File: src/hdl/otb_pkg.sv
// otb_pkg: shared types and constants for the one-shot timer bank
// no dependencies; imported by otb_store and one_shot_timer_bank_unit
`default_nettype none

package otb_pkg;

	localparam int TICK_W = 32;
	localparam int TIMER_ID_W = 4;

	typedef enum logic [1:0] {
		ACT_SET_PERIOD = 2'd0,
		ACT_START      = 2'd1,
		ACT_STOP       = 2'd2,
		ACT_SCAN       = 2'd3
	} otb_action_t;

	// write strobes towards the entry store
	typedef struct packed {
		logic to_we;
		logic st_we;
	} otb_wr_t;

endpackage

`default_nettype wire

File: src/hdl/otb_store.sv
// otb_store: per-timer start time and timeout memories, one write and one
// registered read port each; timeout reads as zero until first written
// depends on otb_pkg
`default_nettype none

module otb_store import otb_pkg::*; #(
	parameter int TIMER_COUNT = 16,
	parameter int IW = 4
) (
	input  wire logic              clk,
	input  wire logic              arst_n,
	input  wire otb_wr_t           wr,
	input  wire logic [IW-1:0]     waddr,
	input  wire logic [TICK_W-1:0] wdata,
	input  wire logic              re,
	input  wire logic [IW-1:0]     raddr,
	output logic      [TICK_W-1:0] start_s1,
	output logic      [TICK_W-1:0] timeout_s1
);

	logic [TICK_W-1:0] start_mem [TIMER_COUNT];
	logic [TICK_W-1:0] to_mem [TIMER_COUNT];
	logic [TIMER_COUNT-1:0] to_written_q;
	logic [TICK_W-1:0] to_raw_s1;
	logic to_ok_s1;

	always_ff @(posedge clk) begin
		if (wr.st_we) begin
			start_mem[waddr] <= wdata;
		end
		if (wr.to_we) begin
			to_mem[waddr] <= wdata;
		end
		if (re) begin
			start_s1 <= start_mem[raddr];
			to_raw_s1 <= to_mem[raddr];
		end
	end

	always_ff @(posedge clk or negedge arst_n) begin
		if (!arst_n) begin
			to_written_q <= '0;
			to_ok_s1 <= 1'b0;
		end else begin
			if (wr.to_we) begin
				to_written_q[waddr] <= 1'b1;
			end
			if (re) begin
				to_ok_s1 <= to_written_q[raddr];
			end
		end
	end

	assign timeout_s1 = to_ok_s1 ? to_raw_s1 : '0;

endmodule

`default_nettype wire

File: src/hdl/one_shot_timer_bank_unit.sv
// one_shot_timer_bank_unit: one-shot tick timer bank with expiry scan; uses otb_pkg, otb_store
// set, start and stop each present one result; a scan reads one entry per cycle while the output
// is not stalled, presents a result for each expired timer, then a final result marked last
// throughput: one transaction in flight, the next taken once the last result is registered
// reset: asynchronous, all timers stopped, timeouts read as zero until first written
`default_nettype none

module one_shot_timer_bank_unit import otb_pkg::*; #(
	parameter int TIMER_COUNT = 16
) (
	input  wire logic                  clk,
	input  wire logic                  arst_n,
	input  wire logic                  in_valid,
	output logic                       in_stall,
	input  wire logic [1:0]            action,
	input  wire logic [TIMER_ID_W-1:0] timer_id,
	input  wire logic [TICK_W-1:0]     period,
	input  wire logic [TICK_W-1:0]     now,
	output logic                       out_valid,
	input  wire logic                  out_stall,
	output logic [TIMER_ID_W-1:0]      expired_id,
	output logic                       fired,
	output logic                       running,
	output logic                       last
);

	localparam int IW = (TIMER_COUNT > 1) ? $clog2(TIMER_COUNT) : 1;
	localparam int CW = $clog2(TIMER_COUNT + 1);
	localparam logic [CW-1:0] CNT_END = CW'(TIMER_COUNT);

	typedef struct packed {
		logic vld;
		logic fin;
	} tok_t;

	otb_action_t act;
	logic accept;
	logic adv;
	logic in_id_ok;
	logic [31:0] in_id_ext;
	logic [IW-1:0] in_addr;
	otb_wr_t wr;
	logic [TICK_W-1:0] wdata;

	logic busy_q;
	logic issuing_q;
	logic scan_q;
	logic id_ok_q;
	logic [IW-1:0] id_addr_q;
	logic [TICK_W-1:0] now_q;
	logic [CW-1:0] cnt_q;
	logic [TIMER_COUNT-1:0] active_q;

	logic issue_ent;
	logic issue_fin;
	logic [IW-1:0] raddr;

	tok_t tok_s1;
	logic [IW-1:0] idx_s1;
	logic [TICK_W-1:0] start_s1;
	logic [TICK_W-1:0] timeout_s1;

	tok_t tok_s2;
	logic [IW-1:0] idx_s2;
	logic [TICK_W-1:0] deadline_s2;

	logic [TICK_W-1:0] diff;
	logic expired;

	logic out_valid_q;
	logic [IW-1:0] out_idx_q;
	logic fired_q;
	logic running_q;
	logic last_q;
	logic [31:0] out_idx_ext;

	assign act = otb_action_t'(action);
	assign accept = in_valid && !busy_q;
	assign in_stall = busy_q;
	assign adv = !out_valid_q || !out_stall;

	assign in_id_ext = 32'(timer_id);
	assign in_id_ok = in_id_ext < 32'(TIMER_COUNT);
	assign in_addr = in_id_ext[IW-1:0];

	always_comb begin
		wr.to_we = 1'b0;
		wr.st_we = 1'b0;
		wdata = now;
		unique case (act)
			ACT_SET_PERIOD: begin
				wr.to_we = accept && in_id_ok;
				wdata = (period == '0) ? TICK_W'(1) : period;
			end
			ACT_START: begin
				wr.st_we = accept && in_id_ok;
			end
			ACT_STOP: begin
			end
			ACT_SCAN: begin
			end
			default: begin
			end
		endcase
	end

	assign issue_ent = issuing_q && scan_q && (cnt_q != CNT_END);
	assign issue_fin = issuing_q && !issue_ent;
	assign raddr = issue_ent ? cnt_q[IW-1:0] : '0;

	otb_store #(
		.TIMER_COUNT(TIMER_COUNT),
		.IW(IW)
	) u_store (
		.clk(clk),
		.arst_n(arst_n),
		.wr(wr),
		.waddr(in_addr),
		.wdata(wdata),
		.re(adv),
		.raddr(raddr),
		.start_s1(start_s1),
		.timeout_s1(timeout_s1)
	);

	// wrap-safe expiry test
	assign diff = now_q - deadline_s2;
	assign expired = active_q[idx_s2] && !diff[TICK_W-1];

	// transaction control and entry issue
	always_ff @(posedge clk or negedge arst_n) begin
		if (!arst_n) begin
			busy_q <= 1'b0;
			issuing_q <= 1'b0;
			scan_q <= 1'b0;
			id_ok_q <= 1'b0;
			cnt_q <= '0;
		end else begin
			if (accept) begin
				busy_q <= 1'b1;
				issuing_q <= 1'b1;
				scan_q <= (act == ACT_SCAN);
				id_ok_q <= in_id_ok;
				cnt_q <= '0;
			end else if (adv) begin
				if (issue_ent) begin
					cnt_q <= cnt_q + CW'(1);
				end
				if (issue_fin) begin
					issuing_q <= 1'b0;
				end
				if (tok_s2.vld && tok_s2.fin) begin
					busy_q <= 1'b0;
				end
			end
		end
	end

	always_ff @(posedge clk) begin
		if (accept) begin
			id_addr_q <= in_addr;
			now_q <= now;
		end
	end

	// running marks
	always_ff @(posedge clk or negedge arst_n) begin
		if (!arst_n) begin
			active_q <= '0;
		end else begin
			if (accept && in_id_ok && act == ACT_START) begin
				active_q[in_addr] <= 1'b1;
			end
			if (accept && in_id_ok && act == ACT_STOP) begin
				active_q[in_addr] <= 1'b0;
			end
			if (adv && tok_s2.vld && !tok_s2.fin && expired) begin
				active_q[idx_s2] <= 1'b0;
			end
		end
	end

	// read, deadline and result stages
	always_ff @(posedge clk or negedge arst_n) begin
		if (!arst_n) begin
			tok_s1 <= '0;
			tok_s2 <= '0;
			out_valid_q <= 1'b0;
		end else if (adv) begin
			tok_s1.vld <= issue_ent || issue_fin;
			tok_s1.fin <= issue_fin;
			tok_s2 <= tok_s1;
			out_valid_q <= tok_s2.vld && (tok_s2.fin || expired);
		end
	end

	always_ff @(posedge clk) begin
		if (adv) begin
			idx_s1 <= raddr;
			idx_s2 <= idx_s1;
			deadline_s2 <= start_s1 + timeout_s1;
			out_idx_q <= tok_s2.fin ? '0 : idx_s2;
			fired_q <= !tok_s2.fin;
			running_q <= tok_s2.fin && id_ok_q && active_q[id_addr_q];
			last_q <= tok_s2.fin;
		end
	end

	assign out_idx_ext = 32'(out_idx_q);
	assign out_valid = out_valid_q;
	assign expired_id = out_idx_ext[TIMER_ID_W-1:0];
	assign fired = fired_q;
	assign running = running_q;
	assign last = last_q;

	a_idle_empty: assert property (@(posedge clk) disable iff (!arst_n)
		!busy_q |-> !tok_s1.vld && !tok_s2.vld && !issuing_q)
		else $error("tokens in flight while idle");

	a_issue_busy: assert property (@(posedge clk) disable iff (!arst_n)
		issuing_q |-> busy_q)
		else $error("entry issue outside a transaction");

	a_fire_clears: assert property (@(posedge clk) disable iff (!arst_n)
		out_valid_q && fired_q |-> !active_q[out_idx_q])
		else $error("expired timer still running");

	a_period_nonzero: assert property (@(posedge clk) disable iff (!arst_n)
		wr.to_we |-> wdata != '0)
		else $error("zero timeout written");

	a_fin_order: assert property (@(posedge clk) disable iff (!arst_n)
		tok_s2.vld && tok_s2.fin |-> !tok_s1.vld)
		else $error("entry behind final token");

endmodule

`default_nettype wire

File: config.mk
export PLATFORM = sky130hd
export DESIGN_NAME = one_shot_timer_bank_unit
export DESIGN_NICKNAME = d
export VERILOG_FILES = /design/src/hdl/otb_pkg.sv /design/src/hdl/otb_store.sv /design/src/hdl/one_shot_timer_bank_unit.sv
export SDC_FILE = /design/constraint.sdc
export NUM_CORES = 2
export LEC_CHECK = 0
export CORE_UTILIZATION = 31
export DETAILED_ROUTE_END_ITERATION = 16
export DONT_BUFFER_PORTS = 1
export GPL_ROUTABILITY_DRIVEN = 0
export GPL_TIMING_DRIVEN = 0
export PLACE_DENSITY = 0.51
export SYNTH_ARGS = -nofsm -noshare
export SYNTH_HDL_FRONTEND = slang
export SYNTH_SLANG_ARGS = --single-unit
File: constraint.sdc
create_clock -name clk -period 8.6 [get_ports clk]
set_input_delay 1.29 -clock clk [delete_from_list [all_inputs] [get_ports clk]]
set_output_delay 1.29 -clock clk [all_outputs]
set_load 0.02 [all_outputs]
Word-level counts from Yosys, hierarchy flattened
Memory sizes are Yosys's and may differ from the RTL's. A register that Yosys moved wholly into a read port is not among the register bits. Index checks and enable logic that the tools add are counted.

Register bits: 130. RAM bits: 1024. Input bits: 74. Output and inout bits: 9. Logic and storage cells: 111. Memories kept: 2.

Memories: u_store.start_mem (depth 16, bits a word 32, read ports 1, clocked after Yosys merged registers in 1, write ports 1, line otb_store.sv:21) `logic [TICK_W-1:0] start_mem [TIMER_COUNT];`; u_store.to_mem (depth 16, bits a word 32, read ports 1, clocked after Yosys merged registers in 1, write ports 1, line otb_store.sv:22) `logic [TICK_W-1:0] to_mem [TIMER_COUNT];`.

Add/subtract/negate cells: 3. Order comparisons: 7. Equality and inequality tests: 4. Multiplexer cells: 32. Bitwise logic cells: 6. Reduce and logical (&&, ||, !) cells: 35.

Operators by type and width (number): $mux W32 (3); $mux W16 (3); $add A32 B32 Y32 (1); $and A16 B16 Y16 (2); $logic_not A32 Y1 (1); $not A16 Y16 (2); $or A16 B16 Y16 (2); $sub A32 B32 Y32 (1); $lt A4 B5 Y1 const B (5); $logic_and A1 B1 Y1 (17); $mux W1 (17); $mux W5 (3); $bmux W1 S4 (3); $demux W1 S4 (2); $ge A4 B1 Y1 const B (2); $reduce_bool A2 Y1 (4); $logic_not A1 Y1 (6); $reduce_and A2 Y1 (3); $add A5 B1 Y5 const B (1); $ne A5 B5 Y1 const B (1); $eq A2 B2 Y1 const B (2); $mux W4 (1); $logic_or A1 B1 Y1 (3); $eq A2 B1 Y1 const B (1); $logic_not A2 Y1 (1).

Depth between registers and ports, before layout
Depth in word-level cells: 10. Mapped depth: 15. Gate-level depth less buffers: 11.

By module
Synthesis repeated with hierarchy kept, for this count alone.

Cell total of the unflattened synthesis: 2263. Area, all modules: 48617.9 um2.

By module, submodules not included: otb_store (instances 1, cells an instance 1603, area an instance 41412.2 um2); one_shot_timer_bank_unit (instances 1, cells an instance 660, area an instance 7205.7 um2).

Worst setup path before layout
No wires, ideal clock.

Kind: input to register. Start: in out_stall. End: reg active_q[11]. Library setup time: 0.086 ns. Arrival time: 5.233 ns. Data required time: 8.514 ns. Setup slack: 3.281 ns. Cell stages on the path: 6. Buffers on the path: 1. Path through: and2_1 > clkbuf_1 > clkinv_1 > nand2_1 > nor3_1 > a31oi_1.

Longest elaborated chain between the ends: 6.

Ends and longest elaborated chain: start, declared (line one_shot_timer_bank_unit.sv:20) `input wire logic out_stall,`; $logic_not A1 Y1 (line one_shot_timer_bank_unit.sv:80) `assign adv = !out_valid_q || !out_stall;`; $logic_or A1 B1 Y1 (line one_shot_timer_bank_unit.sv:80); named net adv (line one_shot_timer_bank_unit.sv:38) `logic adv;`; $logic_and A1 B1 Y1 (3 in a row) (line one_shot_timer_bank_unit.sv:177) `if (adv && tok_s2.vld && !tok_s2.fin && expired) begin`; $mux W16 (line one_shot_timer_bank_unit.sv:177); end signal, assigned by index (line one_shot_timer_bank_unit.sv:172) `active_q[in_addr] <= 1'b1;`; end signal, assigned by index (line one_shot_timer_bank_unit.sv:175) `active_q[in_addr] <= 1'b0;`; end signal, assigned by index (line one_shot_timer_bank_unit.sv:178) `active_q[idx_s2] <= 1'b0;`; end, declared (line one_shot_timer_bank_unit.sv:52) `logic [TIMER_COUNT-1:0] active_q;`.

The timed path passes the listed nets, and every way through them passes these cells. A chain may end at the register's enable or synchronous reset.

Worst setup path in the final report
Start: reg cnt_q[1]. End: reg u_store.to_raw_s1[0], read port of u_store.to_mem, data pin.

Longest elaborated chain between the ends: 3.

Ends and longest elaborated chain: start, declared (line one_shot_timer_bank_unit.sv:51) `logic [CW-1:0] cnt_q;`; start signal, assigned (line one_shot_timer_bank_unit.sv:147) `cnt_q <= cnt_q + CW'(1);`; $ne A5 B5 Y1 (line one_shot_timer_bank_unit.sv:107) `assign issue_ent = issuing_q && scan_q && (cnt_q != CNT_END);`; $logic_and A1 B1 Y1 (line one_shot_timer_bank_unit.sv:107); $mux W4 (*) (line one_shot_timer_bank_unit.sv:109) `assign raddr = issue_ent ? cnt_q[IW-1:0] : '0;`; end, declared (line otb_store.sv:24) `logic [TICK_W-1:0] to_raw_s1;`.

Every way passes the cells marked *; elsewhere a longest branch is shown, timed or not.

==> flow_metrics.py <==
metrics = {
    "status": {
        "status": "completed",
    },
    "yosys": {
        "synth.area.top_cells": "edfxtp_1 (70%), mux2i_1 (5.1%), a21oi_1 (3.6%)",
        "seq_area_frac_synth": 0.723,
        "synth-async-reset-ratio": 0.0386,
        "yosys_most_used_dff": "edfxtp_1",
        "syn_area_sq_mm": 0.0503,
        "synth_area_leader_cell": "edfxtp_1",
        "synth-seq-cells": 1218,
        "synth.top_cell.area_share": 0.699,
        "synth_nets": 3524,
        "synth_cells": 3386,
        "synth_edf_count": 1171,
        "yosysUniqueCellTypes": 61,
        "synth.avg_cell_area_sq_um": 14.9,
        "yosysWarnings": 0,
    },
    "timing": {
        "max_freq_ghz": 0.164,
        "hold_viol": 0,
        "post-route-min-period_ns": 6.08,
        "worst_hold_slack_ns": 0.214,
        "tightest_slew_ns": 1.43,
        "clock_skew_ns": 0.0283,
        "rsz0062_at_grt": "false",
        "fin_ws_ns": 2.52,
        "slew_violations": 0,
        "fin_setup_tns_ns": 0,
        "relSlewSlack": 0.0481,
        "setup_viol": 0,
        "period_share": 0.707,
    },
    "floorplanning": {
        "initial_core_util": 0.313,
        "num_rows": 147,
        "coreArea_sq_mm": 0.161,
        "die_area_sq_mm": 0.164,
        "die_y_um": 405,
        "die_w_um": 405,
        "ios": 83,
    },
    "clock_network": {
        "cts_resized": 0,
        "postCtsSetupBuffers": 0,
        "tritoncts": "built",
        "clock_path_buffers": 3,
        "h-tree-depth": 4,
        "clockRootBuffer": "clkbuf_16",
        "clk_latency_ns": 0.77,
        "clk_pin_slew_ns": 0.07,
        "cts-hold-fix-buffers": 0,
        "numCtsBuffers": 133,
        "cts_sinks": 1218,
    },
    "drt": {
        "first_pass_iters": 8,
        "drtAntennaViolNets": 0,
        "num_vias": 30719,
        "drt_wl_total_um": 158000,
        "drc": 0,
        "post_drt_wl_per_cell_um": 27.2,
        "first_iter_violations": 3057,
        "routed_via_density": 5.29,
    },
    "grt": {
        "grt_pass1_vias": 29962,
        "track_usage": 0.191,
        "grt_max_degree": 81,
        "gr-total-overflow": 0,
        "antenna_found_initial": 12,
        "grt_pass1_wl_um": 222000,
    },
    "pwr": {
        "comb_power_share": 0.168,
        "switching_power_mw": 4.15,
        "switching_share": 0.281,
        "vdd_drop_max_v": 0.000189,
        "power.leakage_nw": 18.8,
        "p_per_area_mw_per_mm2": 255,
        "p_int_mw": 10.6,
        "pwr-share-clk": 0.364,
        "power_frac_seq": 0.468,
    },
    "worst_setup_path": {
        "cp_data_arrival_time_ns": 6.55,
        "required_ns": 9.07,
        "critPathKind": "flop to flop",
        "path_max_fanout": 10,
        "startpoint_type": "flop",
        "r2r_slack_ns": 2.52,
        "crit_path_end_kind": "flop",
    },
    "hold_path": {
        "hold_path.class": "primary input to asynchronous set/reset pin",
    },
    "run": {
        "drv_cap": 0,
    },
    "finish": {
        "fin_nets": 3692,
        "finish.utilization": 0.361,
        "design_area_sq_mm": 0.0580,
        "synthToLayoutAreaGrowth_pct": 15.3,
        "drive_gt1_frac": 0.111,
    },
    "placed_design": {
        "io_buffers": 0,
        "dpl_cell_area_sq_mm": 0.0540,
        "dpl.hpwl_um": 110000,
        "dp_slack_ns": 2.62,
    },
}
==> cell families after synthesis <==
family / count (synthesis) / synth area share
buf+inv: 259 / 0.0204
mux: 365 / 0.0782
xor+xnor: 31 / 0.00540
simple gates: 641 / 0.0589
fa+ha+maj: 64 / 0.0161
compound gates: 808 / 0.0984
flops: 1218 / 0.723
==> layer usage <==
metal / share of wire / routed length (um) / track usage
met4: 0.025 / 3960 / 0.0565
met1: 0.44 / 69400 / 0.264
met2: 0.47 / 73900 / 0.306
met3: 0.069 / 11000 / 0.0323
met5: 0.00039 / 61 / 0
==> critical path: stages, from the launching register on <==
cell and delay [ns]:
dfrtp_1 0.35, clkbuf_1 0.46, inv_1 0.28, clkbuf_2 0.48, clkbuf_1 0.45, ha_1 0.31, nand2_1 0.08, o311a_1 0.32
nand2_1 0.18, inv_1 0.25, clkbuf_1 1.07, clkbuf_1 0.74, o221ai_1 0.39, nand3_1 0.24, o31ai_1 0.13
==> worst paths after layout <==
path,startpoint,endpoint,depth (start not counted)
min reg2reg,idx_s1[2],idx_s2[2],0
min,arst_n,tok_s2[1],0
min in group clk,idx_s1[2],idx_s2[2],0
max in group asynchronous,arst_n,u_store.to_written_q[1],0
max reg2reg,cnt_q[1],u_store.to_raw_s1[0],14
max,cnt_q[1],u_store.to_raw_s1[0],14
==> state kept, by name, summed over array words and instances, names as in the netlist, 16 cells and up <==
signal,flops
active_q,16
u_store.to_raw_s1,32
u_store.to_mem,512
u_store.to_written_q,16
u_store.start_s1,32
deadline_s2,32
now_q,32
u_store.start_mem,512
==> cell usage in the layout, fill, tap and decap left out, types with 6 or more instances in the layout <==
cell type  count
a21o_1        22
a21oi_1      359
a31oi_1       23
and2_1        35
and3_1        68
buf_1         28
buf_12        24
buf_16         9
buf_2         29
clkbuf_1     180
clkbuf_16    136
clkinv_1      27
clkinv_2      15
dfrtp_1       47
edfxtp_1    1171
ha_1          63
inv_1         42
inv_6          9
mux2_2        95
mux2i_1      258
mux4_2         9
nand2_1      246
nand2b_1       9
nand3_1       83
nand4_1        6
nor2_1       102
nor2_4        32
nor2b_1       10
nor3_1        12
nor4_1        10
o21ai_0      145
o221ai_1     131
o22ai_1       19
o31ai_1       65
or2_2         17
xnor2_1       20
xor2_1        11
==> power groups by stage <==
stage                     clock network (mW)  logic (mW)  registers [mW]
after floorplan                            0        1.56            6.96
after CTS                               5.46        2.49            6.92
after global routing                    5.66        2.68            6.93
final                                   5.38        2.48            6.92
after global placement                     0        2.46            7.04
after detailed placement                   0        2.48            7.04
==> synthesized netlist by cell type (all sizes together) (4+ instances only) <==
master and instances:
edfxtp 1171, a21oi 360, mux2i 258, nand2 247, clkbuf 150, o21ai 150
nor2 135, o221ai 131, mux2 95, nand3 83, and3 68, o31ai 65
ha 63, buf 60, dfrtp 47, inv 46, and2 35, a31oi 23
a21o 22, xnor2 20, o22ai 19, or2 17, mux4 12, nor3 12
xor2 11, nor2b 10, nor4 10, nand2b 9, nand4 6, a211oi 5
o211ai 5, o21a 5, a21boi 4
==> stage by stage <==
| stage | cells | power, mW |
|---|---|---|
| 3_3_place_gp | 5546 | 9.51 |
| 4_1_cts | 5808 | 14.9 |
| 6_report | 5811 | 14.8 |
| 5_1_grt | 5808 | 15.3 |
| 2_1_floorplan | 3386 | 8.51 |
| 3_5_place_dp | 5579 | 9.52 |
==> cell type report <==
cell class	instances	area, sq um
inverters	49	189
multi-input cells	1909	13200
fillers	15362	103000
clock buffers	169	3530
plain buffers	210	847
clock inverters	60	463
diodes	3	7.51
well taps	2160	2700
flip-flops and latches	1218	36300
repair buffers	33	728
Power figures use the tool's default switching activity.
